==> src/rtl/fsfs_pkg.sv <==
// Shared types and constants for the frame score fuse and smoothing block.
// Used by the top level and by the serial divider. Depends on nothing else.
package fsfs_pkg;

    typedef logic [15:0] q15_t;

    // Fixed-point constants
    localparam q15_t ONE_Q15       = 16'd32768;
    localparam q15_t ONE_Q12       = 16'd4096;
    localparam q15_t MOTION_THRESH = 16'd16384;
    localparam q15_t TEXT_THRESH   = 16'd3276;
    localparam logic [32:0] ROUND15 = 33'd16384;
    localparam logic [32:0] ROUND12 = 33'd2048;

    // Configuration register indexes
    localparam logic [2:0] CFG_WEIGHT_SCENE  = 3'd0;
    localparam logic [2:0] CFG_WEIGHT_MOTION = 3'd1;
    localparam logic [2:0] CFG_WEIGHT_TEXT   = 3'd2;
    localparam logic [2:0] CFG_SCENE_BOOST   = 3'd3;
    localparam logic [2:0] CFG_MOTION_BOOST  = 3'd4;
    localparam logic [2:0] CFG_TEXT_BOOST    = 3'd5;
    localparam logic [2:0] CFG_EMA_ALPHA     = 3'd6;
    localparam logic [2:0] CFG_SMOOTH_WINDOW = 3'd7;

    // Boost slot numbers, applied in this order
    localparam logic [1:0] BOOST_SCENE  = 2'd0;
    localparam logic [1:0] BOOST_MOTION = 2'd1;
    localparam logic [1:0] BOOST_TEXT   = 2'd2;

    // Divider status seen by the sequencer
    typedef struct packed {
        logic busy;
        logic done;
    } div_stat_t;

endpackage

==> src/rtl/frame_score_fuse_smooth.sv <==
// Throughput: a new frame is accepted only once the previous result is loaded into the output
// register; a single 16x16 multiplier steps through the three weights, three boosts and two
// EMA terms, the divider one bit a cycle.
// Reset: asynchronous active low; config registers take their defaults, history cleared,
// ring contents undefined until written.
module frame_score_fuse_smooth
    import fsfs_pkg::*;
#(
    parameter int WINDOW_MAX = 32
) (
    input  logic        clk,
    input  logic        rst_n,
    // configuration write port
    input  logic        cfg_we,
    input  logic [2:0]  cfg_index,
    input  logic [15:0] cfg_data,
    // input channel
    input  logic        in_valid,
    output logic        in_stall,
    input  logic [15:0] scene_score,
    input  logic [15:0] motion_score,
    input  logic [15:0] text_score,
    input  logic        scene_change,
    input  logic [15:0] motion_level,
    input  logic [15:0] text_change_ratio,
    input  logic [30:0] frame_number,
    input  logic [62:0] time_stamp,
    input  logic        restart,
    // output channel
    output logic        out_valid,
    input  logic        out_stall,
    output logic [15:0] final_score,
    output logic [15:0] scene_part,
    output logic [15:0] motion_part,
    output logic [15:0] text_part,
    output logic [30:0] frame_number_out,
    output logic [62:0] time_stamp_out
);

    localparam int PW = $clog2(WINDOW_MAX);
    localparam int OW = PW + 1;
    localparam int CW = $clog2(WINDOW_MAX + 1);
    localparam int SW = $clog2(WINDOW_MAX * 32768 + 1);

    typedef enum logic [13:0] {
        ST_IDLE = 14'b00000000000001,
        ST_PS   = 14'b00000000000010,
        ST_PM   = 14'b00000000000100,
        ST_PT   = 14'b00000000001000,
        ST_FUSE = 14'b00000000010000,
        ST_BMUL = 14'b00000000100000,
        ST_BAPP = 14'b00000001000000,
        ST_SEL  = 14'b00000010000000,
        ST_EM1  = 14'b00000100000000,
        ST_EM2  = 14'b00001000000000,
        ST_EM3  = 14'b00010000000000,
        ST_UPD  = 14'b00100000000000,
        ST_DIV  = 14'b01000000000000,
        ST_OUT  = 14'b10000000000000
    } state_t;

    state_t state_reg, state_next;

    // configuration
    q15_t       w_scene_reg, w_motion_reg, w_text_reg;
    q15_t       b_scene_reg, b_motion_reg, b_text_reg;
    q15_t       alpha_reg;
    logic [5:0] window_reg;

    // latched item
    q15_t        s_reg, m_reg, t_reg, ml_reg, tr_reg;
    logic        sc_reg;
    logic [30:0] fn_reg;
    logic [62:0] ts_reg;

    // history
    logic          seen_reg, seen_next;
    q15_t          ema_reg, ema_next;
    logic [PW-1:0] ptr_reg, ptr_next;
    logic [CW-1:0] count_reg, count_next;
    logic [SW-1:0] sum_reg, sum_next;

    // working registers
    logic [31:0] prod_reg;
    logic [31:0] acc_reg, acc_next;
    logic [16:0] ps_reg, ps_next, pm_reg, pm_next, pt_reg, pt_next;
    q15_t        v_reg, v_next;
    q15_t        res_reg, res_next;
    logic [1:0]  bidx_reg, bidx_next;
    logic        drop_reg, drop_next;

    // output register
    logic        out_valid_reg, out_valid_next;
    q15_t        o_final_reg, o_sp_reg, o_mp_reg, o_tp_reg;
    logic [30:0] o_fn_reg;
    logic [62:0] o_ts_reg;
    logic        out_load;

    logic        accept;
    q15_t        mul_a, mul_b;
    logic [32:0] r15, r12, esum;
    logic [16:0] part_val;
    logic [20:0] boost_raw;
    q15_t        boost_val;
    logic [18:0] fsum;
    q15_t        fused;
    q15_t        factor;
    logic        trig;
    logic        ema_ok;
    logic        win_over;
    logic [CW-1:0] win;
    logic [OW-1:0] old_tmp;
    logic [PW-1:0] oldest;
    q15_t          ring_rdata;
    logic          ring_we;
    logic          div_start;
    logic [SW-1:0] div_quo;
    div_stat_t     div_stat;

    function automatic q15_t clamp17(input logic [16:0] x);
        clamp17 = (x > 17'(ONE_Q15)) ? ONE_Q15 : x[15:0];
    endfunction

    assign accept   = in_valid && !in_stall;
    assign in_stall = (state_reg != ST_IDLE);

    // Configuration writes
    always_ff @(posedge clk or negedge rst_n)
    begin
        if (!rst_n)
        begin
            w_scene_reg  <= 16'd14746;
            w_motion_reg <= 16'd6554;
            w_text_reg   <= 16'd11469;
            b_scene_reg  <= ONE_Q12;
            b_motion_reg <= ONE_Q12;
            b_text_reg   <= ONE_Q12;
            alpha_reg    <= '0;
            window_reg   <= '0;
        end
        else if (cfg_we)
        begin
            case (cfg_index)
                CFG_WEIGHT_SCENE:  w_scene_reg  <= cfg_data;
                CFG_WEIGHT_MOTION: w_motion_reg <= cfg_data;
                CFG_WEIGHT_TEXT:   w_text_reg   <= cfg_data;
                CFG_SCENE_BOOST:   b_scene_reg  <= cfg_data;
                CFG_MOTION_BOOST:  b_motion_reg <= cfg_data;
                CFG_TEXT_BOOST:    b_text_reg   <= cfg_data;
                CFG_EMA_ALPHA:     alpha_reg    <= cfg_data;
                CFG_SMOOTH_WINDOW: window_reg   <= cfg_data[5:0];
                default:           ;
            endcase
        end
    end

    // Select shared multiplier operands
    always_comb
    begin
        mul_a = '0;
        mul_b = '0;
        case (state_reg)
            ST_PS:
            begin
                mul_a = s_reg;
                mul_b = w_scene_reg;
            end
            ST_PM:
            begin
                mul_a = m_reg;
                mul_b = w_motion_reg;
            end
            ST_PT:
            begin
                mul_a = t_reg;
                mul_b = w_text_reg;
            end
            ST_BMUL:
            begin
                mul_a = v_reg;
                mul_b = factor;
            end
            ST_EM1:
            begin
                mul_a = alpha_reg;
                mul_b = v_reg;
            end
            ST_EM2:
            begin
                mul_a = ONE_Q15 - alpha_reg;
                mul_b = ema_reg;
            end
            default:
            begin
                mul_a = '0;
                mul_b = '0;
            end
        endcase
    end

    // Boost factor and trigger of the current slot
    always_comb
    begin
        case (bidx_reg)
            BOOST_SCENE:
            begin
                factor = b_scene_reg;
                trig   = sc_reg;
            end
            BOOST_MOTION:
            begin
                factor = b_motion_reg;
                trig   = ml_reg > MOTION_THRESH;
            end
            BOOST_TEXT:
            begin
                factor = b_text_reg;
                trig   = tr_reg > TEXT_THRESH;
            end
            default:
            begin
                factor = ONE_Q12;
                trig   = 1'b0;
            end
        endcase
    end

    // Rounding and clamping of the registered product
    assign r15       = {1'b0, prod_reg} + ROUND15;
    assign part_val  = r15[31:15];
    assign r12       = {1'b0, prod_reg} + ROUND12;
    assign boost_raw = r12[32:12];
    assign boost_val = (boost_raw > 21'(ONE_Q15)) ? ONE_Q15 : boost_raw[15:0];
    assign esum      = {1'b0, acc_reg} + {1'b0, prod_reg} + ROUND15;
    assign fsum      = {2'b00, ps_reg} + {2'b00, pm_reg} + {2'b00, part_val};
    assign fused     = (fsum > 19'(ONE_Q15)) ? ONE_Q15 : fsum[15:0];

    // Smoothing mode and ring addressing
    assign ema_ok   = (alpha_reg != '0) && (alpha_reg <= ONE_Q15);
    assign win_over = 32'(window_reg) > 32'(WINDOW_MAX);
    assign win      = win_over ? CW'(WINDOW_MAX) : CW'(window_reg);
    assign old_tmp  = OW'(ptr_reg) + OW'(WINDOW_MAX) - OW'(count_reg);
    assign oldest   = (old_tmp >= OW'(WINDOW_MAX)) ? PW'(old_tmp - OW'(WINDOW_MAX))
                                                  : old_tmp[PW-1:0];
    assign ring_we   = (state_reg == ST_UPD);
    assign div_start = (state_reg == ST_UPD);
    assign out_load  = (state_reg == ST_OUT) && (!out_valid_reg || !out_stall);

    // Sequencer
    always_comb
    begin
        state_next     = state_reg;
        seen_next      = seen_reg;
        ema_next       = ema_reg;
        ptr_next       = ptr_reg;
        count_next     = count_reg;
        sum_next       = sum_reg;
        acc_next       = acc_reg;
        ps_next        = ps_reg;
        pm_next        = pm_reg;
        pt_next        = pt_reg;
        v_next         = v_reg;
        res_next       = res_reg;
        bidx_next      = bidx_reg;
        drop_next      = drop_reg;
        out_valid_next = out_valid_reg;
        if (out_valid_reg && !out_stall)
        begin
            out_valid_next = 1'b0;
        end
        case (state_reg)
            ST_IDLE:
            begin
                if (accept)
                begin
                    if (restart)
                    begin
                        seen_next  = 1'b0;
                        ema_next   = '0;
                        ptr_next   = '0;
                        count_next = '0;
                        sum_next   = '0;
                    end
                    state_next = ST_PS;
                end
            end
            ST_PS:
            begin
                state_next = ST_PM;
            end
            ST_PM:
            begin
                ps_next    = part_val;
                state_next = ST_PT;
            end
            ST_PT:
            begin
                pm_next    = part_val;
                state_next = ST_FUSE;
            end
            ST_FUSE:
            begin
                pt_next    = part_val;
                v_next     = fused;
                bidx_next  = BOOST_SCENE;
                state_next = ST_BMUL;
            end
            ST_BMUL:
            begin
                state_next = ST_BAPP;
            end
            ST_BAPP:
            begin
                if ((factor > ONE_Q12) && trig)
                begin
                    v_next = boost_val;
                end
                if (bidx_reg == BOOST_TEXT)
                begin
                    state_next = ST_SEL;
                end
                else
                begin
                    bidx_next  = bidx_reg + 2'd1;
                    state_next = ST_BMUL;
                end
            end
            ST_SEL:
            begin
                if (ema_ok)
                begin
                    if (!seen_reg && (count_reg == '0))
                    begin
                        ema_next   = v_reg;
                        seen_next  = 1'b1;
                        res_next   = v_reg;
                        state_next = ST_OUT;
                    end
                    else
                    begin
                        state_next = ST_EM1;
                    end
                end
                else if (win <= CW'(1))
                begin
                    res_next   = v_reg;
                    state_next = ST_OUT;
                end
                else
                begin
                    drop_next  = count_reg >= win;
                    state_next = ST_UPD;
                end
            end
            ST_EM1:
            begin
                state_next = ST_EM2;
            end
            ST_EM2:
            begin
                acc_next   = prod_reg;
                state_next = ST_EM3;
            end
            ST_EM3:
            begin
                ema_next   = esum[30:15];
                seen_next  = 1'b1;
                res_next   = esum[30:15];
                state_next = ST_OUT;
            end
            ST_UPD:
            begin
                // drop the oldest value when the window is full, then add the new one
                sum_next   = sum_reg - (drop_reg ? SW'(ring_rdata) : SW'(0)) + SW'(v_reg);
                count_next = count_reg - CW'(drop_reg) + CW'(1);
                ptr_next   = (ptr_reg == PW'(WINDOW_MAX - 1)) ? '0 : ptr_reg + PW'(1);
                state_next = ST_DIV;
            end
            ST_DIV:
            begin
                if (div_stat.done)
                begin
                    res_next   = div_quo[15:0];
                    state_next = ST_OUT;
                end
            end
            ST_OUT:
            begin
                if (out_load)
                begin
                    out_valid_next = 1'b1;
                    state_next     = ST_IDLE;
                end
            end
            default:
            begin
                state_next = ST_IDLE;
            end
        endcase
    end

    // Control state
    always_ff @(posedge clk or negedge rst_n)
    begin
        if (!rst_n)
        begin
            state_reg     <= ST_IDLE;
            seen_reg      <= 1'b0;
            ema_reg       <= '0;
            ptr_reg       <= '0;
            count_reg     <= '0;
            sum_reg       <= '0;
            bidx_reg      <= '0;
            drop_reg      <= 1'b0;
            out_valid_reg <= 1'b0;
        end
        else
        begin
            state_reg     <= state_next;
            seen_reg      <= seen_next;
            ema_reg       <= ema_next;
            ptr_reg       <= ptr_next;
            count_reg     <= count_next;
            sum_reg       <= sum_next;
            bidx_reg      <= bidx_next;
            drop_reg      <= drop_next;
            out_valid_reg <= out_valid_next;
        end
    end

    // Datapath registers: hold the beat, run the multiplier, load the result
    always_ff @(posedge clk)
    begin
        if (accept)
        begin
            s_reg  <= scene_score;
            m_reg  <= motion_score;
            t_reg  <= text_score;
            sc_reg <= scene_change;
            ml_reg <= motion_level;
            tr_reg <= text_change_ratio;
            fn_reg <= frame_number;
            ts_reg <= time_stamp;
        end
        prod_reg <= 32'(mul_a) * 32'(mul_b);
        acc_reg  <= acc_next;
        ps_reg   <= ps_next;
        pm_reg   <= pm_next;
        pt_reg   <= pt_next;
        v_reg    <= v_next;
        res_reg  <= res_next;
        if (out_load)
        begin
            o_final_reg <= res_reg;
            o_sp_reg    <= clamp17(ps_reg);
            o_mp_reg    <= clamp17(pm_reg);
            o_tp_reg    <= clamp17(pt_reg);
            o_fn_reg    <= fn_reg;
            o_ts_reg    <= ts_reg;
        end
    end

    // History ring
    fsfs_ram #(
        .WIDTH (16),
        .DEPTH (WINDOW_MAX)
    ) u_ring (
        .clk   (clk),
        .we    (ring_we),
        .waddr (ptr_reg),
        .wdata (v_reg),
        .raddr (oldest),
        .rdata (ring_rdata)
    );

    // Running sum divided by the fill count
    fsfs_div #(
        .NUM_W (SW),
        .DEN_W (CW)
    ) u_div (
        .clk   (clk),
        .rst_n (rst_n),
        .start (div_start),
        .num   (sum_next),
        .den   (count_next),
        .stat  (div_stat),
        .quo   (div_quo)
    );

    assign out_valid        = out_valid_reg;
    assign final_score      = o_final_reg;
    assign scene_part       = o_sp_reg;
    assign motion_part      = o_mp_reg;
    assign text_part        = o_tp_reg;
    assign frame_number_out = o_fn_reg;
    assign time_stamp_out   = o_ts_reg;

`ifndef SYNTHESIS
    a_count_bound: assert property (@(posedge clk) disable iff (!rst_n)
        32'(count_reg) <= 32'(WINDOW_MAX))
        else $error("history count exceeds ring depth");

    a_empty_sum: assert property (@(posedge clk) disable iff (!rst_n)
        (count_reg == '0) |-> (sum_reg == '0))
        else $error("running sum not zero with empty history");

    a_out_from_seq: assert property (@(posedge clk) disable iff (!rst_n)
        $rose(out_valid_reg) |-> $past(state_reg == ST_OUT))
        else $error("result shown outside the output step");

    a_accept_start: assert property (@(posedge clk) disable iff (!rst_n)
        accept |=> (state_reg == ST_PS))
        else $error("accepted beat did not start the sequence");

    a_div_done: assert property (@(posedge clk) disable iff (!rst_n)
        div_stat.done |-> (state_reg == ST_DIV))
        else $error("divider finished outside the divide step");
`endif

endmodule

==> src/rtl/fsfs_ram.sv <==
// Generic single-write, single-read RAM with a registered read port.
// No dependencies; contents are not reset.
module fsfs_ram #(
    parameter int WIDTH = 16,
    parameter int DEPTH = 32
) (
    input  logic                     clk,
    input  logic                     we,
    input  logic [$clog2(DEPTH)-1:0] waddr,
    input  logic [WIDTH-1:0]         wdata,
    input  logic [$clog2(DEPTH)-1:0] raddr,
    output logic [WIDTH-1:0]         rdata
);

    logic [WIDTH-1:0] mem_reg [DEPTH];
    logic [WIDTH-1:0] rdata_reg;

    // Write port and registered read
    always_ff @(posedge clk)
    begin
        if (we)
        begin
            mem_reg[waddr] <= wdata;
        end
        rdata_reg <= mem_reg[raddr];
    end

    assign rdata = rdata_reg;

endmodule

==> src/rtl/fsfs_div.sv <==
// Restoring serial divider, one quotient bit per cycle.
// Depends on fsfs_pkg for the status struct.
module fsfs_div
    import fsfs_pkg::*;
#(
    parameter int NUM_W = 21,
    parameter int DEN_W = 6
) (
    input  logic             clk,
    input  logic             rst_n,
    input  logic             start,
    input  logic [NUM_W-1:0] num,
    input  logic [DEN_W-1:0] den,
    output div_stat_t        stat,
    output logic [NUM_W-1:0] quo
);

    localparam int CNT_W = $clog2(NUM_W + 1);

    logic             busy_reg, busy_next;
    logic             done_reg, done_next;
    logic [CNT_W-1:0] cnt_reg, cnt_next;
    logic [DEN_W-1:0] rem_reg, rem_next;
    logic [NUM_W-1:0] quo_reg, quo_next;
    logic [DEN_W-1:0] den_reg, den_next;
    logic [DEN_W:0]   trial;
    logic             fits;

    // Shift in the next numerator bit and try a subtract
    assign trial = {rem_reg, quo_reg[NUM_W-1]};
    assign fits  = trial >= {1'b0, den_reg};

    always_comb
    begin
        busy_next = busy_reg;
        done_next = 1'b0;
        cnt_next  = cnt_reg;
        rem_next  = rem_reg;
        quo_next  = quo_reg;
        den_next  = den_reg;
        if (start)
        begin
            busy_next = 1'b1;
            cnt_next  = CNT_W'(NUM_W);
            rem_next  = '0;
            quo_next  = num;
            den_next  = den;
        end
        else if (busy_reg)
        begin
            rem_next = fits ? DEN_W'(trial - {1'b0, den_reg}) : trial[DEN_W-1:0];
            quo_next = {quo_reg[NUM_W-2:0], fits};
            cnt_next = cnt_reg - CNT_W'(1);
            if (cnt_reg == CNT_W'(1))
            begin
                busy_next = 1'b0;
                done_next = 1'b1;
            end
        end
    end

    // Control state
    always_ff @(posedge clk or negedge rst_n)
    begin
        if (!rst_n)
        begin
            busy_reg <= 1'b0;
            done_reg <= 1'b0;
            cnt_reg  <= '0;
        end
        else
        begin
            busy_reg <= busy_next;
            done_reg <= done_next;
            cnt_reg  <= cnt_next;
        end
    end

    // Datapath
    always_ff @(posedge clk)
    begin
        rem_reg <= rem_next;
        quo_reg <= quo_next;
        den_reg <= den_next;
    end

    assign stat.busy = busy_reg;
    assign stat.done = done_reg;
    assign quo       = quo_reg;

endmodule

==> config.mk <==
export PLATFORM = sky130hd
export DESIGN_NAME = frame_score_fuse_smooth
export DESIGN_NICKNAME = d
export VERILOG_FILES = /design/src/rtl/fsfs_pkg.sv /design/src/rtl/frame_score_fuse_smooth.sv /design/src/rtl/fsfs_ram.sv /design/src/rtl/fsfs_div.sv
export SDC_FILE = /design/constraint.sdc
export NUM_CORES = 2
export LEC_CHECK = 0
export BUFFER_PORTS_ARGS = -buffer_cell sky130_fd_sc_hd__clkbuf_2
export CELL_PAD_IN_SITES_DETAIL_PLACEMENT = 1
export CELL_PAD_IN_SITES_GLOBAL_PLACEMENT = 2
export CORE_UTILIZATION = 44
export CTS_CLUSTER_DIAMETER = 100
export DETAILED_ROUTE_END_ITERATION = 8
export HOLD_SLACK_MARGIN = 0.06
export PLACE_DENSITY_LB_ADDON = 0.12
export RECOVER_POWER = 100
export REMOVE_ABC_BUFFERS = 1
export SLEW_MARGIN = 25
export SYNTH_ARGS = -nofsm -noshare
export SYNTH_HDL_FRONTEND = slang
export SYNTH_SLANG_ARGS = --single-unit
==> constraint.sdc <==
create_clock -name clk -period 13.55 [get_ports clk]
set_input_delay 1.355 -clock clk [delete_from_list [all_inputs] [get_ports clk]]
set_output_delay 1.355 -clock clk [all_outputs]
set_load 0.005 [all_outputs]
==> Yosys cells after proc, flatten, opt, wreduce, memory -nomap -nowiden <==
Memories as Yosys holds them, arrays and structs flattened. A register that Yosys moved wholly into a read port is not among the register bits.
Cells that the tools add are included.
{ "op_classes": {"order_cmp": 14, "muxes": 61, "n_reduce_logical": 35, "bitwise_logic": 2, "add_sub_neg": 18, "shift": 0, "div": 0, "mul": 1, "eq_ne": 36} }
{ "ops": {"columns": ["operator", "n"], "rows": [
  ["$pmux W14 S14", 1],
  ["$pmux W16 S6", 2],
  ["$mux W16", 11],
  ["$pmux W16 S3", 3],
  ["$mux W14", 6],
  ["$mux W21", 4],
  ["$gt A17 B16 Y1 const B", 3],
  ["$pmux W21 S2", 1],
  ["$add A32 B12 Y33 const B", 1],
  ["$add A32 B15 Y32 const B", 1],
  ["$mul A16 B16 Y32", 1],
  ["$pmux W16 S2", 1],
  ["$add A31 B15 Y31 const B", 1],
  ["$add A31 B31 Y31", 1],
  ["$mux W5", 6],
  ["$mux W6", 4],
  ["$add A21 B16 Y21", 1],
  ["$gt A21 B16 Y1 const B", 1],
  ["$sub A21 B16 Y21", 1],
  ["$reduce_and A2 Y1", 10],
  ["$add A18 B17 Y19", 1],
  ["$gt A19 B16 Y1 const B", 1],
  ["$add A17 B17 Y18", 1],
  ["$gt A16 B12 Y1 const B", 1],
  ["61 further kinds", 103]
]} }
{ "word_totals": {"wordCells": 212, "latch_bits": 0, "n_memories": 1, "in_bits": 200, "mem_bits_ro": 0, "ramBits": 512, "ff_bits": 704} }
{ "mem_list": {"columns": ["memory", "depth", "word_bits", "read_ports", "rd_clocked_by_memory_dff", "wr", "line_no", "rtl"], "rows": [
  ["u_ring.mem_reg", 32, 16, 1, 1, 1, "fsfs_ram.sv:15", "logic [WIDTH-1:0] mem_reg [DEPTH];"]
]} }

==> Logic depth before layout (Yosys ltp) <==
{ "depth": {"word_depth": 6, "mapped_depth": 35} }

==> Hierarchy <==
From an unflattened synthesis, not the netlist that was laid out.
{ "unflattened": {"hier_cells": 4512, "area_unflattened_um2": 60804.6} }
{ "by_module_without_submodules": {"columns": ["module", "cells_per_inst", "area_per_inst_um2", "instances", "seq_area_each_um2"], "rows": [
  ["frame_score_fuse_smooth", 3212, 38275.5, 1, 18726.7],
  ["fsfs_ram", 1143, 20534.7, 1, 15695.1],
  ["fsfs_div", 157, 1994.4, 1, 1106.1]
]} }

==> Least setup slack after synthesis <==
OpenSTA, ideal clock, no wires.
{ "synth_path": {"kind": "register to register", "startpoint": "reg state_reg[1]", "endpoint": "reg o_final_reg[0], in the netlist final_score[0], enable pin", "slack_ns": 3.903, "path_stages_with_launch": 6, "path_buffers": 0, "period_less_slack_ns": 9.647, "arrival_time_ns": 8.920, "required_ns": 12.823, "cell_sequence": "dfrtp_1 nor4_4 nand4_1 nor3_1 nand3b_1 a21oi_1"} }
{ "synth_via": {"elab_chain_len": 2} }
{ "synth_lines": {"columns": ["element", "line_no", "rtl"], "rows": [
  ["start: declaration", "frame_score_fuse_smooth.sv:62", "state_t state_reg, state_next;"],
  ["start signal: assignment", "frame_score_fuse_smooth.sv:419", "state_reg <= state_next;"],
  ["$eq A14 B14 Y1", "frame_score_fuse_smooth.sv:247", "assign out_load = (state_reg == ST_OUT) && (!out_valid_reg || !out_stall);"],
  ["$logic_and A1 B1 Y1", "frame_score_fuse_smooth.sv:247", null],
  ["net out_load", "frame_score_fuse_smooth.sv:97", "logic out_load;"],
  ["end signal: assignment", "frame_score_fuse_smooth.sv:454", "o_final_reg <= res_reg;"],
  ["end: declaration", "frame_score_fuse_smooth.sv:94", "q15_t o_final_reg, o_sp_reg, o_mp_reg, o_tp_reg;"]
]} }
The timed path passes the listed nets, and every way through them passes these cells.
A chain may end at the register's enable or synchronous reset.

==> Worst setup path in the final report <==
{ "layout_path": {"startpoint": "reg state_reg[1]", "endpoint": "reg prod_reg[29]"} }
{ "layout_via": {"elab_chain_len": 3} }
{ "layout_lines": {"columns": ["element", "line_no", "rtl"], "rows": [
  ["$eq A14 B10 Y1, or another cell as far along", "frame_score_fuse_smooth.sv:162", "case (state_reg)"],
  ["$pmux W16 S6", "frame_score_fuse_smooth.sv:162", null],
  ["$mul A16 B16 Y32 *", "frame_score_fuse_smooth.sv:445", "prod_reg <= 32'(mul_a) * 32'(mul_b);"],
  ["end signal: assignment", "frame_score_fuse_smooth.sv:445", null],
  ["end: declaration", "frame_score_fuse_smooth.sv:84", "logic [31:0] prod_reg;"]
]} }
Mark *: on every way between the ends. The rest lies on a longest branch, timed or not.

==> impl_results.md <==
- TritonCTS clock tree: done
- Gr usage total: 0.258
- Starting Density: 0.444
- Port Buffers: approximately 360
- Hold Worst Slack: between 400 and 500 ps
- Post-CTS setup buffers: 0
- Die width: around 370 microns
- Pin count of the biggest net entering global routing: roughly 110
- Synth Cell Area: ~0.060 sq mm
- Sw Pwr: roughly 2.4 mW
- Compound-Gate Fraction of Synth Area: 0.0617
- Synthesized flop and latch total: 1,232
- Largest family of logic cells by synthesized area: adder cells
- WP buf/inv: 6
- Total of max-cap violations: 35
- Req. time, crit path: ~14,000 ps
- Pleak: 26.1 nW
- Final Hold Vio Count: 0
- Die area: between 0.1 and 0.15 sq mm
- Endpoint type of the worst setup path: flip-flop
- Min Clock Period, post-route: about 11,000 ps
- Layout cells sized above 1: 0.163
- R2R cell count: 28
- Internal power: ~6.9 mW
- Commonest non-fill, non-tap cell in the layout: edfxtp_1
- Fmax: around 90 MHz
- Drt via density: 5.65
- Syn-to-layout area delta: 13.5%
- Post-DP HPWL: roughly 130 mm
- CTS clock-pin slew for the worst setup and hold paths: ~60 ps
- Most frequent cells in the layout: 986 x edfxtp_1, 432 x inv_1, 345 x nand2_1
- Total CTS buffers: roughly 140
- First-pass GRT wire length: between 200 and 300 mm
- Clock root cell: clkbuf_16
- H-tree levels: 4
- Post-layout util: 0.504
- Post-route setup TNS: 0 ps
- Clock latency at the later pin of the worst-skew pair: slightly below 800 ps
- Synth top area cells: edfxtp_1 49%, fa_1 7.6%, dfrtp_1 6.9%
- Launching point of the worst reg2reg path: state_reg[1]$_DFFE_PN0P_
- WL/cell: 26.8 microns
- CP top delay family: simple AND/OR/NAND/NOR gates
- Period utilization: 0.796
- Nets: about 5,400
- Final setup vio count: 0
- Sw Ratio: 0.260
- Die Height: 372 microns
- Post-synthesis cell type count: between 80 and 90
- Gp weighted congestion: approximately 0.83
- Post-synth EDFFs: 986
- Status: finished, violations left
- Initial DRT Pass Iterations: 6
- Final Max Slew Viols: ~1,500
- Final Skew: around 42 ps
- Post-route antenna net violation count: 0
- Critical path depth: 28
- Worst Path Max Fanout: 29
- Gate Count Post-Synth: between 4,000 and 5,000
- Total Power Consumption: 9.29 mW
- Post-synthesis simple-gate area fraction: 0.0803
- Hold EP: time_stamp_out[3]$_DFFE_PP_
- Hold_buf cts: 0
- Worst path max stage delay: 1020 ps
- DR DRC count: 0
- WL final: approximately 180 mm
- Crit-path slowest cell: nor4_1
- Slew @ Worst Pin: 4590 ps
- Mean Syn Cell Area: roughly 14 sq um
- Global route total overflow: 0
- Comb pwr share: 0.114
- Post-CTS resize count: 0
- Failing checks: max-capacitance violations, max-slew violations
- Leading area contributor after synthesis: edfxtp_1
- PD cells: around 140 mW/mm^2
- Hold Path Stages: 0
- Initial antenna violation count: 17
- WS Path Type: reg2reg
- Synth top area share: 0.491
- Adder-cell share of the synthesized area: 0.126
- Clk pwr share: 0.393
- Sequential power share: 0.493
- Worst Setup Start Kind: flip-flop
- Routed vias: 37,200
- 1st-iter DRT viols: approximately 3,300
- Hold Path Class: reg2reg
- Synth Area in XOR/XNOR: 0.0166
- Worst VDD drop: roughly 0.11 mV
- Critical path's most frequent cell: fa_1
- Std-Cell Rows: between 100 and 150
- Post-synthesis mux area share: 0.0876
- Asr flop ratio synth: 0.156
- WP data arrival: between 10,000 and 15,000 ps
- RSZ-0062 raised after global routing: false
- R2R Setup Slk: approximately 2800 ps
- Register area share after synthesis: 0.590
- Core ar.: 0.136 sq mm
- Antenna diode count: 0
- Clk buf depth: 3
- Clk sinks: between 1,000 and 1,500
- Hold Crit Start: ts_reg[3]$_DFFE_PP_
- Reg-to-Reg End: prod_reg[29]$_DFF_P_
- Yosys warning count: 0
- # IOs: 360
- Vias in the first global route: between 30,000 and 40,000
- Most used DFF post-synth: edfxtp_1
- Largest register FFs: between 500 and 600
- Worst slew margin: -2.06
==> power by group through the flow <==
stage	Combinational (mW)	Clock, mW	Sequential [mW]
6_report	1.06	3.66	4.58
5_1_grt	1.16	3.86	4.61
4_1_cts	1.08	3.74	4.56
3_5_place_dp	1.07	0	4.64
3_3_place_gp	1.05	0	4.62
2_1_floorplan	0.684	0	4.57
==> worst max path at each step <==
stage / from / to / slack [ps]
global placement: state_reg[1]$_DFFE_PN0P_ / prod_reg[29]$_DFF_P_ / 4480
detailed placement: state_reg[1]$_DFFE_PN0P_ / prod_reg[29]$_DFF_P_ / 4320
CTS: state_reg[1]$_DFFE_PN0P_ / prod_reg[29]$_DFF_P_ / 4270
finish: state_reg[1]$_DFFE_PN0P_ / prod_reg[29]$_DFF_P_ / 2760
floorplan: state_reg[1]$_DFFE_PN0P_ / final_score[0]$_DFFE_PP_ / 3900
global route: state_reg[1]$_DFFE_PN0P_ / prod_reg[29]$_DFF_P_ / 2010
==> final cells by class <==
type,instances,area (sq um)
sequential,1232,35500
inverter,433,1630
tap,1781,2230
fill,13500,67300
clock buffer,174,3620
multi-input combinational,2416,22500
clock inverter,73,773
timing repair buffer,472,2120
==> worst register-to-register path: cells and delay by family, from the launching register on <==
family                     cells  cell delay (ps)
adders and majority gates      7             3450
xor gates and xnor gates       1              160
DFF                            1              410
and+or+nand+nor                8             3620
AOI/OAI and AO/OA              6             1780
buffers and inverters          6             1270
==> synthesized netlist by cell type (all sizes together), types with 25 or more instances <==
library cell	instances
a211oi	25
a21o	36
a21oi	97
a221oi	25
a222oi	37
a22oi	27
and2	81
buf	41
clkbuf	116
dfrtp	165
dfstp	27
dfxtp	54
edfxtp	986
fa	230
ha	237
inv	432
mux2	140
mux4	160
nand2	347
nand3	61
nand4	26
nor2	272
nor3	42
nor4	28
o21ai	96
xnor2	78
xor2	36
==> metrics by stage <==
stage	instance area (sq um)	cells	worst slack (ps)
2_1_floorplan	59600	4081	3900
3_3_place_gp	64600	6326	4480
3_5_place_dp	64600	6331	4320
4_1_cts	69000	6578	4270
5_1_grt	68400	6581	2010
6_report	68400	6581	2760
==> cells by family after synthesis <==
logic type / Yosys count
mux: 310
compound gates: 516
fa+ha+maj: 467
flops: 1232
xor+xnor: 114
simple gates: 1009
buf+inv: 590
==> metal layers <==
layer,track usage,part of all wire
met3,0.0527,0.072
met2,0.401,0.45
met4,0.0635,0.022
met1,0.372,0.45
met5,0,0.00014
(Power assumes the default switching activity.)
